$ cat src/rtl/rcta_ram.sv
// generic single-port-write ram with registered read
`default_nettype none
module rcta_ram #(
    parameter int WIDTH = 8,
    parameter int DEPTH = 64,
    parameter int AW = (DEPTH > 1) ? $clog2(DEPTH) : 1
) (
    input  wire logic              clk,
    input  wire logic              we,
    input  wire logic [AW-1:0]     waddr,
    input  wire logic [WIDTH-1:0]  wdata,
    input  wire logic [AW-1:0]     raddr,
    output logic      [WIDTH-1:0]  rdata
);
    logic [WIDTH-1:0] mem [DEPTH];

    always_ff @(posedge clk)
    begin
        if (we)
        begin
            mem[waddr] <= wdata;
        end
        rdata <= mem[raddr];
    end
endmodule
`default_nettype wire

$ cat config.mk
export PLATFORM = sky130hd
export DESIGN_NAME = rcta_ram
export DESIGN_NICKNAME = d
export VERILOG_FILES = /design/src/rtl/rcta_ram.sv
export SDC_FILE = /design/constraint.sdc
export NUM_CORES = 1
export LEC_CHECK = 0
export CAP_MARGIN = 20
export CORE_MARGIN = 2
export CORE_UTILIZATION = 25
export DETAILED_ROUTE_END_ITERATION = 6
export DONT_BUFFER_PORTS = 1
export HOLD_SLACK_MARGIN = 0.15
export SYNTH_ARGS = -nofsm -noshare
export SYNTH_HDL_FRONTEND = slang
export SYNTH_SLANG_ARGS = --single-unit
$ cat constraint.sdc
create_clock -name clk -period 3.3 [get_ports clk]
set_input_delay 0.165 -clock clk [delete_from_list [all_inputs] [get_ports clk]]
set_output_delay 0.165 -clock clk [all_outputs]
set_load 0.1 [all_outputs]
# Yosys cells after proc, flatten, opt, wreduce, memory -nomap -nowiden
# Memory sizes are Yosys's and may differ from the RTL's. A register that Yosys moved wholly into a read port is not among the register bits.
# Cells that the tools add are included.
# word_totals
n_memories,1
regBits,0
ram_bits,512
inputBits,22
# classes
muxes,2
# memory_table
memory,words,width,rd,rd_ports_with_merged_regs,write_ports,line_no,source
mem,64,8,1,1,1,15,logic [WIDTH-1:0] mem [DEPTH];
# op_table
cell,n
2-to-1 mux 1 bit,2

# Longest topological paths before layout
# Gate-level depths: netlist of run 1.
# logic_depth
depth_word,2
ltp_mapped,9
ltp_nobuf,5

# Least setup slack after synthesis of run 1
# OpenSTA, ideal clock, no wires.
# synth_timing
kind,input -> register
startpoint,in raddr[1]
endpoint,reg rdata[3] (read register of mem)
path_stages,7
path_buffers,3
arrival_time_ps,1705
slack_ps,1467
setup_ps,128
cell_sequence,buf_4 > buf_2 > buf_2 > mux4_2 > mux4_2 > o21ai_1 > o41ai_1
# synth_rtl
item,line_no,source
start: declaration,12,"input wire logic [AW-1:0] raddr,"
end: declaration,13,output logic [WIDTH-1:0] rdata

==> metrics.md, run 1 <==
| Metric | Value |
|---|---|
| Result of the run | finished clean |
| Slew @ Worst Pin | 1.12 ns |
| Antenna violation net count after detailed routing | 0 |
| Sequential share of power | 53.4% |
| Count of buffers from port buffering | 0 |
| Most frequent cells in the layout | 512 x edfxtp_1, 126 x mux4_2, 83 x nor2_1 |
| Worst-path maximum fanout | 1 |
| Final hold slack | 0.162 ns |
| Maximum number of buffers from clock root to sink | 3 |
| CTS H-tree lvls | 2 |
| # Max-Cap Violations | 0 |
| Netlist Area Pre-Place | 0.0202 mm^2 |
| Post-synthesis net count | 962 |
| Total of flip-flops plus latches after synthesis | 520 |
| Die Ht | 288 um |
| Number of placed cells counting well taps | 1964 |
| Total global routing overflow | 0 |
| CTS Buf Count | 51 |
| Clock network fraction of design power | 42.0% |
| Net switching power figure | 2.86 mW |
| Worst slew margin relative to its limit | 25.0% |
| All-Layer GR Usage | 11.1% |
| Root Buffer Master | clkbuf_16 |
| I/O pin count | 30 |
| Later-pin clock latency in the skew report | 0.59 ns |
| Gp weighted congestion | 0.753 |
| Routed wire length per instance | 22.1 um |
| Number of distinct library cells after synthesis | 40 |
| Synth async-reset ratio | 0% |
| Initial Util | 25.2% |
| Minimum clock period after layout | 3.07 ns |
| Die W | 288 um |
| LEAKAGE | 7.06 nW |
| Residual DRC count | 0 |
| Clock sink total | 520 |
| Most common cell after layout, fill and taps aside | edfxtp_1 |
| Final critical-path share of the clock period | 92.9% |
| Upper clock frequency limit | 326 MHz |
| Total Die Area | 0.0830 mm^2 |
| Mean number of vias per cell | 4.56 |
| Row count | 104 |
| Ys Warns | 0 |
| Worst-case register-to-register setup slack | 0.23 ns |
| Startpoint-to-endpoint class of the critical path | flop to flop |
| Total number of vias | 9549 |
| Number of antenna violations at the first check in global routing | 1 |
| Combinational cell fraction of total power | 4.6% |
| Area of the core region | 0.0802 mm^2 |
| Switching Fraction | 20.7% |
| Proportion of layout cells with a drive suffix above 1 | 23.2% |
| Wire length of the first global-routing pass | 67900 um |
| Worst vdd ir | 0.369 mV |
| Final Hold Fails | 0 |
| Kind of path behind the tightest hold check | primary input to flop |
| Top FF cell, synth | edfxtp_1 |
| Total power per unit cell area | 589 mW/mm^2 |
| Pin count of the biggest net entering global routing | 138 |
| Max Clock Skew | 0.0313 ns |
| CP arrival | 3.53 ns |
| Via count of the first global-routing pass | 9779 |
| Fin. max-slew vios | 0 |
| Number of DRC markers in iteration 0 | 1037 |
| Number of iterations in the first detailed-routing pass | 5 |
| Detailed-route wire length | 46200 um |
| Mapped Avg Cell Area | 21.5 um^2 |
| Number of synthesized flops with an enable pin | 512 |
| Final TNS setup | 0 ns |
| Sequential cell area fraction in the yosys report | 77.0% |
| Syn Inst Count | 940 |
| Layout Cells excl Fill | 2093 |
| Internal power consumption | 11.0 mW |
| Post-CTS setup repair buffer count | 0 |
| Type of element capturing the critical path | flop |
| Data required time at the worst endpoint | 3.77 ns |
| Half-perimeter wire length after detailed placement | 25800 um |
| Setup Viol. Count Final | 0 |
| Startpoint type of the worst setup path | flop |
| CTS tree | done |
| Synth-to-layout area growth | 16.2% |
| Final net count | 1011 |
| Reg clk slew, reported paths | 0.07 ns |
| RSZ-0062 raised after global routing | false |
| Core utilization of the finished layout | 29.2% |
==> synthesized netlist by cell type, types with 4 or more instances <==
cell type	number	share of area, %
nand2b_1	7	0.22
buf_2	11	0.27
mux2_2	13	0.73
buf_6	4	0.22
dfxtp_1	8	0.79
o221ai_1	8	0.35
o22ai_1	8	0.25
nor2_1	83	1.5
a211oi_1	4	0.15
nand2_1	19	0.35
buf_1	4	0.074
mux4_2	126	14
mux2i_1	23	1.1
edfxtp_1	512	76
buf_4	13	0.48
nor2b_1	14	0.43
nand3_1	13	0.32
clkbuf_1	17	0.32
nor3_1	7	0.17
a221oi_1	6	0.26
==> flip-flops by register name (all words and copies together), names as in the netlist <==
name,count
mem,512
rdata,8
==> per-layer routing <==
layer / global-route usage, % / share of wire (%) / up-vias
li1: - / - / 4039
met1: 15.4 / 42 / 5112
met2: 17.0 / 46 / 334
met3: 3.07 / 9.1 / 64
met4: 2.88 / 2.1 / 0
met5: 0 / 0 / -
==> worst paths after layout <==
| kind | start | to | cells after the start |
|---|---|---|---|
| worst max-delay path | mem[39][3]$_DFFE_PP_ | rdata[3]$_DFF_P_ | 6 |
| worst max register to register | mem[39][3]$_DFFE_PP_ | rdata[3]$_DFF_P_ | 6 |
| worst min register to register | mem[26][2]$_DFFE_PP_ | rdata[2]$_DFF_P_ | 4 |
| worst min-delay path | raddr[4] | rdata[6]$_DFF_P_ | 3 |
==> power groups by stage <==
| stage | Combinational [mW] | Clock, mW | Sequential [mW] |
|---|---|---|---|
| finish | 0.629 | 5.80 | 7.38 |
| detailed placement | 0.446 | 0 | 7.52 |
| floorplan | 0.390 | 0 | 7.56 |
| global route | 0.665 | 6.15 | 7.38 |
| global placement | 0.425 | 0 | 7.53 |
| CTS | 0.634 | 5.90 | 7.38 |
==> cells by family after synthesis <==
family                 synth area share, %
buffers and inverters                 1.57
DFF                                   77.0
muxes                                 15.9
AOI/OAI and AO/OA                     2.07
and+or+nand+nor                       3.39
==> stage by stage <==
stage	power [mW]	setup WS (ns)	cell area [um^2]
6_report	13.8	0.234	23400
4_1_cts	13.9	0.282	23400
5_1_grt	14.2	0.143	23400
2_1_floorplan	7.95	1.47	20200
3_5_place_dp	7.96	0.907	21300
3_3_place_gp	7.96	0.913	21300
==> what timing repair did <==
item	4_1_cts	5_1_grt
endpoints found under the hold margin	584	0
hold buffers	32	0
gates resized for setup	0	0
setup endpoints to repair	0	0
==> area by class of cell <==
type | instances | area, um^2
Timing Repair Buffer | 47 | 586
Tap cell | 1060 | 1330
Sequential cell | 520 | 15500
Clock inverter | 28 | 269
Antenna cell | 2 | 5.00
Multi-Input combinational cell | 369 | 4320
Clock buffer | 67 | 1400
Fill cell | 7867 | 56700
==> critical path, stage by stage, from the launching register on <==
cell and delay [ns]:
edfxtp_1 0.36, mux4_2 0.50, mux4_2 0.51, o21ai_1 0.23
dlygate4sd3_1 0.66, o41ai_1 0.10, dlygate4sd3_1 0.60
(Power assumes the default switching activity.)
==> run 2: changes to the inputs <==
CTS_CLUSTER_DIAMETER = 60   (was default)
RECOVER_POWER = 100   (was default)
==> run 2 against run 1 <==
  * The run now ends with capacitance limit, slew limit left
  * Total power about the same
  * Non-clock buffer count unchanged
  * First-iteration DRC count fell by 4.2%
  * Sequential share of layout area grew 0.69 points
  * Sequential cell count unchanged
  * Critical endpoint unchanged
==> metrics.md, run 2 (synthesized netlist as in run 1, its figures left out) <==
| Metric | Value |
|---|---|
| Number of antenna violations at the first check in global routing | 1 (unchanged) |
| Gp weighted congestion | 0.753 (unchanged) |
| CTS tree | done (unchanged) |
| Worst vdd ir | 0.369 mV (about the same) |
| Startpoint type of the worst setup path | flop (unchanged) |
| Worst slew margin relative to its limit | -102% (was 25.0%) |
| Fin. max-slew vios | 520 (was 0) |
| Largest registers ranked by flip-flop count | mem (512), rdata (8) (unchanged) |
| Total global routing overflow | 0 (unchanged) |
| Antenna violation net count after detailed routing | 0 (unchanged) |
| Clock sink total | 520 (unchanged) |
| RSZ-0062 raised after global routing | false (unchanged) |
| Later-pin clock latency in the skew report | 0.59 ns (about the same) |
| Routed wire length per instance | 22.2 um (was 22.1 um) |
| Worst-path maximum fanout | 1 (unchanged) |
| Total power | 13.8 mW (about the same) |
| Detailed-route wire length | 46500 um (was 46200 um) |
| Upper clock frequency limit | 328 MHz (was 326 MHz) |
| Pin count of the biggest net entering global routing | 138 (unchanged) |
| Max Clock Skew | 0.0275 ns (was 0.0313 ns) |
| CTS Buf Count | 51 (unchanged) |
| Violated checks | capacitance limit, slew limit |
| Final Hold Fails | 0 (unchanged) |
| Via count of the first global-routing pass | 9779 (unchanged) |
| Largest Register | mem (unchanged) |
| Startpoint-to-endpoint class of the critical path | flop to flop (unchanged) |
| Root Buffer Master | clkbuf_16 (unchanged) |
| Total power per unit cell area | 595 mW/mm^2 (was 589 mW/mm^2) |
| CP arrival | 3.52 ns (was 3.53 ns) |
| Type of element capturing the critical path | flop (unchanged) |
| Most common cell after layout, fill and taps aside | edfxtp_1 (unchanged) |
| I/O pin count | 30 (unchanged) |
| Hold Buf Count CTS | 32 (unchanged) |
| Total number of vias | 9525 (was 9549) |
| Row count | 104 (unchanged) |
| Reg clk slew, reported paths | 0.07 ns (about the same) |
| Wire length of the first global-routing pass | 67900 um (unchanged) |
| Setup Viol. Count Final | 0 (unchanged) |
| # Max-Cap Violations | 9 (was 0) |
| Maximum number of buffers from clock root to sink | 3 (unchanged) |
| Die W | 288 um (unchanged) |
| LEAKAGE | 6.91 nW (was 7.06 nW) |
| Post-CTS setup repair buffer count | 0 (unchanged) |
| Synth-to-layout area growth | 15.0% (was 16.2%) |
| Half-perimeter wire length after detailed placement | 25800 um (unchanged) |
| Worst-case register-to-register setup slack | 0.25 ns (was 0.23 ns) |
| Die Ht | 288 um (unchanged) |
| Final TNS setup | 0 ns (unchanged) |
| Largest register FFs | 512 (unchanged) |
| Slew @ Worst Pin | 3.03 ns (was 1.12 ns) |
| Most frequent cells in the layout | 512 x edfxtp_1, 126 x mux4_2, 83 x nor2_1 (unchanged) |
| Number of iterations in the first detailed-routing pass | 5 (unchanged) |
| Kind of path behind the tightest hold check | primary input to flop (unchanged) |
| Initial Util | 25.2% (unchanged) |
| All-Layer GR Usage | 11.1% (unchanged) |
| Mean number of vias per cell | 4.55 (was 4.56) |
| Count of buffers from port buffering | 0 (unchanged) |
| CTS H-tree lvls | 2 (unchanged) |
| Data required time at the worst endpoint | 3.77 ns (about the same) |
| Minimum clock period after layout | 3.05 ns (was 3.07 ns) |
| Final critical-path share of the clock period | 92.3% (was 92.9%) |
| Number of DRC markers in iteration 0 | 993 (was 1037) |
| Area of the core region | 0.0802 mm^2 (unchanged) |
| Residual DRC count | 0 (unchanged) |
| Final net count | 1011 (unchanged) |
| Result of the run | finished, violations left (was finished clean) |
| Proportion of layout cells with a drive suffix above 1 | 20.9% (was 23.2%) |
| Total Die Area | 0.0830 mm^2 (unchanged) |
| Number of resized instances in the post-cts repair step | 0 (unchanged) |
[run 2: cell count changes in the layout (fill, tap and decap cells not counted), moves of 3 or more]
| cell | before | now |
|---|---|---|
| clkbuf_1 | 11 | 31 |
| buf_16 | 8 | 0 |
| buf_4 | 14 | 0 |
| clkdlybuf4s25_1 | 0 | 3 |
[run 2: final cells by class]
type	count	area, um^2
Timing Repair Buffer	47	345
Clock buffer	67	1400
Clock inverter	28	269
Antenna cell	1	2.50
Multi-Input combinational cell	369	4320
Fill cell	7892	57000
Sequential cell	520	15500
Tap cell	1060	1330
[run 2: per-stage QoR]
step / instance area, um^2 / hold slack, ns / std cells / util, % / worst slack [ns]
floorplan: 20200 / 0.264 / 940 / - / 1.47
global placement: 21300 / 0.269 / 1963 / 26.6 / 0.913
detailed placement: 21300 / 0.269 / 1964 / 26.6 / 0.907
CTS: 23400 / 0.154 / 2091 / 29.2 / 0.282
global route: 23200 / 0.154 / 2091 / 28.9 / 0.112
finish: 23200 / 0.161 / 2092 / 28.9 / 0.253
[run 2: final timing paths]
| kind | from | cells after the start | to |
|---|---|---|---|
| min | raddr[4] | 3 | rdata[6]$_DFF_P_ |
| min reg2reg | mem[1][7]$_DFFE_PP_ | 4 | rdata[7]$_DFF_P_ |
| max reg2reg | mem[39][3]$_DFFE_PP_ | 6 | rdata[3]$_DFF_P_ |
| max | mem[39][3]$_DFFE_PP_ | 6 | rdata[3]$_DFF_P_ |
[run 2: layer usage]
metal	vias to the layer above	global-route usage, %	routed length, um
li1	4026	-	-
met1	5099	15.4	20200
met2	329	17.0	21700
met3	71	3.07	3680
met4	0	2.88	979
met5	-	0	0
[run 2: where the power goes]
group          internal, mW  switching [mW]
clock                  3.37            2.44
combinational         0.241           0.350
sequential             7.33          0.0687
[run 2: critical path, stage by stage (launching register included)]
cell,delay (ns)
edfxtp_1,0.36
mux4_2,0.50
mux4_2,0.51
o21ai_1,0.22
dlygate4sd3_1,0.65
o41ai_1,0.10
dlygate4sd3_1,0.60
==> run 3: changes to the inputs <==
CORE_UTILIZATION = 50   (was 25)
SLEW_MARGIN = 20   (was default)
==> run 3 against run 2 <==
  * The run still ends with capacitance limit, slew limit left
  * Die area decreased by 49%
  * Wire length shrank 2.4%
  * Non-clock buffer count grew 6
  * Sequential share of layout area up 1.5 points
  * First-iteration DRC count down 14%
  * Critical path depth is the same
  * Global-route usage increased by 11 points
  * Final area down 2.1%
==> metrics.md, run 3 (synthesized netlist as in run 1, its figures left out) <==
| Metric | Value |
|---|---|
| Die Ht | 205 um (was 288 um) |
| Total global routing overflow | 0 (unchanged) |
| Type of element capturing the critical path | flop (unchanged) |
| # Max-Cap Violations | 8 (was 9) |
| Initial Util | 50.8% (was 25.2%) |
| Upper clock frequency limit | 333 MHz (was 328 MHz) |
| Number of resized instances in the post-cts repair step | 0 (unchanged) |
| Gp weighted congestion | 0.748 (was 0.753) |
| Largest Register | mem (unchanged) |
| Final TNS setup | 0 ns (unchanged) |
| Minimum clock period after layout | 3.00 ns (was 3.05 ns) |
| CTS Buf Count | 54 (was 51) |
| Wire length of the first global-routing pass | 66000 um (was 67900 um) |
| Later-pin clock latency in the skew report | 0.59 ns (about the same) |
| Detailed-route wire length | 45400 um (was 46500 um) |
| Pin count of the biggest net entering global routing | 138 (unchanged) |
| Violated checks | capacitance limit, slew limit (unchanged) |
| Synth-to-layout area growth | 12.5% (was 15.0%) |
| Startpoint type of the worst setup path | flop (unchanged) |
| CTS tree | done (unchanged) |
| Max Clock Skew | 0.0122 ns (was 0.0275 ns) |
| Pre-CTS setup slack | 0.970 ns (was 0.907 ns) |
| Final critical-path share of the clock period | 91.0% (was 92.3%) |
| Half-perimeter wire length after detailed placement | 24300 um (was 25800 um) |
| Clock sink total | 520 (unchanged) |
| Count of antenna diodes in the layout | 0 (was 1) |
| Area of the core region | 0.0397 mm^2 (was 0.0802 mm^2) |
| Die W | 205 um (was 288 um) |
| All-Layer GR Usage | 22.3% (was 11.1%) |
| LEAKAGE | 6.99 nW (was 6.91 nW) |
| Worst-path maximum fanout | 1 (unchanged) |
| Setup Viol. Count Final | 0 (unchanged) |
| CTS H-tree lvls | 2 (unchanged) |
| Row count | 73 (was 104) |
| CP arrival | 3.48 ns (was 3.52 ns) |
| Count of buffers from port buffering | 0 (unchanged) |
| Final Hold Fails | 0 (unchanged) |
| Most common cell after layout, fill and taps aside | edfxtp_1 (unchanged) |
| RSZ-0062 raised after global routing | false (unchanged) |
| Final net count | 1020 (was 1011) |
| Kind of path behind the tightest hold check | primary input to flop (unchanged) |
| Number of iterations in the first detailed-routing pass | 5 (unchanged) |
| Critical path, cell by cell | mux4_2 > mux4_2 > o21ai_0 > dlygate4sd3_1 > o41ai_1 > dlygate4sd3_1 (was mux4_2 > mux4_2 > o21ai_1 > dlygate4sd3_1 > o41ai_1 > dlygate4sd3_1) |
| Proportion of layout cells with a drive suffix above 1 | 20.7% (was 20.9%) |
| Worst vdd ir | 0.365 mV (was 0.369 mV) |
| Fin. max-slew vios | 520 (unchanged) |
| Mean number of vias per cell | 6.11 (was 4.55) |
| Number of antenna violations at the first check in global routing | 1 (unchanged) |
| Total number of vias | 9561 (was 9525) |
| Total power per unit cell area | 612 mW/mm^2 (was 595 mW/mm^2) |
| I/O pin count | 30 (unchanged) |
| Number of fill cells in the layout | 2942 (was 7892) |
| Slowest cell delay on critical path | 0.62 ns (was 0.65 ns) |
| Worst-path cell with the longest stage delay | dlygate4sd3_1 (unchanged) |
| Via count of the first global-routing pass | 9658 (was 9779) |
| Largest register FFs | 512 (unchanged) |
| Most frequent cells in the layout | 512 x edfxtp_1, 126 x mux4_2, 83 x nor2_1 (unchanged) |
| Total Die Area | 0.0420 mm^2 (was 0.0830 mm^2) |
| Setup slack of the critical path after layout | 0.297 ns (was 0.253 ns) |
| Largest registers ranked by flip-flop count | mem (512), rdata (8) (unchanged) |
| Result of the run | finished, violations left (unchanged) |
| Routed wire length per instance | 29.0 um (was 22.2 um) |
| Residual DRC count | 0 (unchanged) |
| Antenna violation net count after detailed routing | 0 (unchanged) |
| Data required time at the worst endpoint | 3.78 ns (was 3.77 ns) |
| Slew @ Worst Pin | 2.97 ns (was 3.03 ns) |
| Root Buffer Master | clkbuf_16 (unchanged) |
| Maximum number of buffers from clock root to sink | 3 (unchanged) |
| Reg clk slew, reported paths | 0.06 ns (was 0.07 ns) |
| Number of DRC markers in iteration 0 | 854 (was 993) |
| Worst slew margin relative to its limit | -98.1% (was -102%) |
| Startpoint-to-endpoint class of the critical path | flop to flop (unchanged) |
==> run 3: cell types whose count changed in the layout (fill, tap and decap cells not counted), moves of 3 or more <==
cell,change
clkinv_1,+3
clkbuf_8,-4
clkbuf_16,+3
clkbuf_1,-6
dlygate4sd3_1,+10
==> run 3: timing repair <==
action	in CTS	in global routing
setup endpoints to repair	0	0
hold buffers	43	1
buffers inserted	0	0
hold endpoints to repair	586	1
==> run 3: stage by stage <==
stage	power, mW	instance area (um^2)	hold WS [ns]	utilization [%]	instances
6_report	13.9	22700	0.208	57.1	1566
5_1_grt	14.3	22700	0.181	57.1	1566
4_1_cts	14.0	22900	0.160	57.6	1565
3_5_place_dp	7.94	20600	0.268	51.8	1423
3_3_place_gp	7.94	20600	0.269	51.8	1423
2_1_floorplan	7.95	20200	0.264	-	940
==> run 3: power by group <==
| part | internal [mW] | switching, mW |
|---|---|---|
| Combinational | 0.252 | 0.302 |
| Sequential | 7.33 | 0.115 |
| Clock | 3.44 | 2.44 |
| Total | 11.0 | 2.86 |
==> run 3: layer usage <==
layer | vias up | wire length (um) | global-route usage, %
met1 | 5100 | 19500 | 32.7
met2 | 340 | 21400 | 33.7
li1 | 4054 | - | -
met4 | 0 | 1080 | 7.19
met3 | 67 | 3450 | 5.00
met5 | - | 0 | 0
==> run 3: worst max-delay path: cells and delay by family (launching register included) <==
kind	cells	cell delay, ns
AOI/OAI and AO/OA	2	0.32
buffers and inverters	2	1.20
muxes	2	1.03
DFF	1	0.36
==> run 3: cell type report <==
type / count / area, um^2 / area share, %
sequential: 520 / 15500 / 68.4
clock buffer: 67 / 1420 / 6.26
multi-input combinational: 369 / 4320 / 19.0
timing repair buffer: 53 / 474 / 2.09
clock inverter: 32 / 294 / 1.30
tap: 525 / 657 / 2.89
==> run 3: worst paths after layout <==
check | start | end | slack [ns] | depth (start not counted)
worst min register to register | mem[31][2]$_DFFE_PP_ | rdata[2]$_DFF_P_ | 0.98 | 4
worst max register to register | mem[55][3]$_DFFE_PP_ | rdata[3]$_DFF_P_ | 0.30 | 6
worst max-delay path | mem[55][3]$_DFFE_PP_ | rdata[3]$_DFF_P_ | 0.30 | 6
worst min-delay path | raddr[3] | rdata[2]$_DFF_P_ | 0.21 | 5
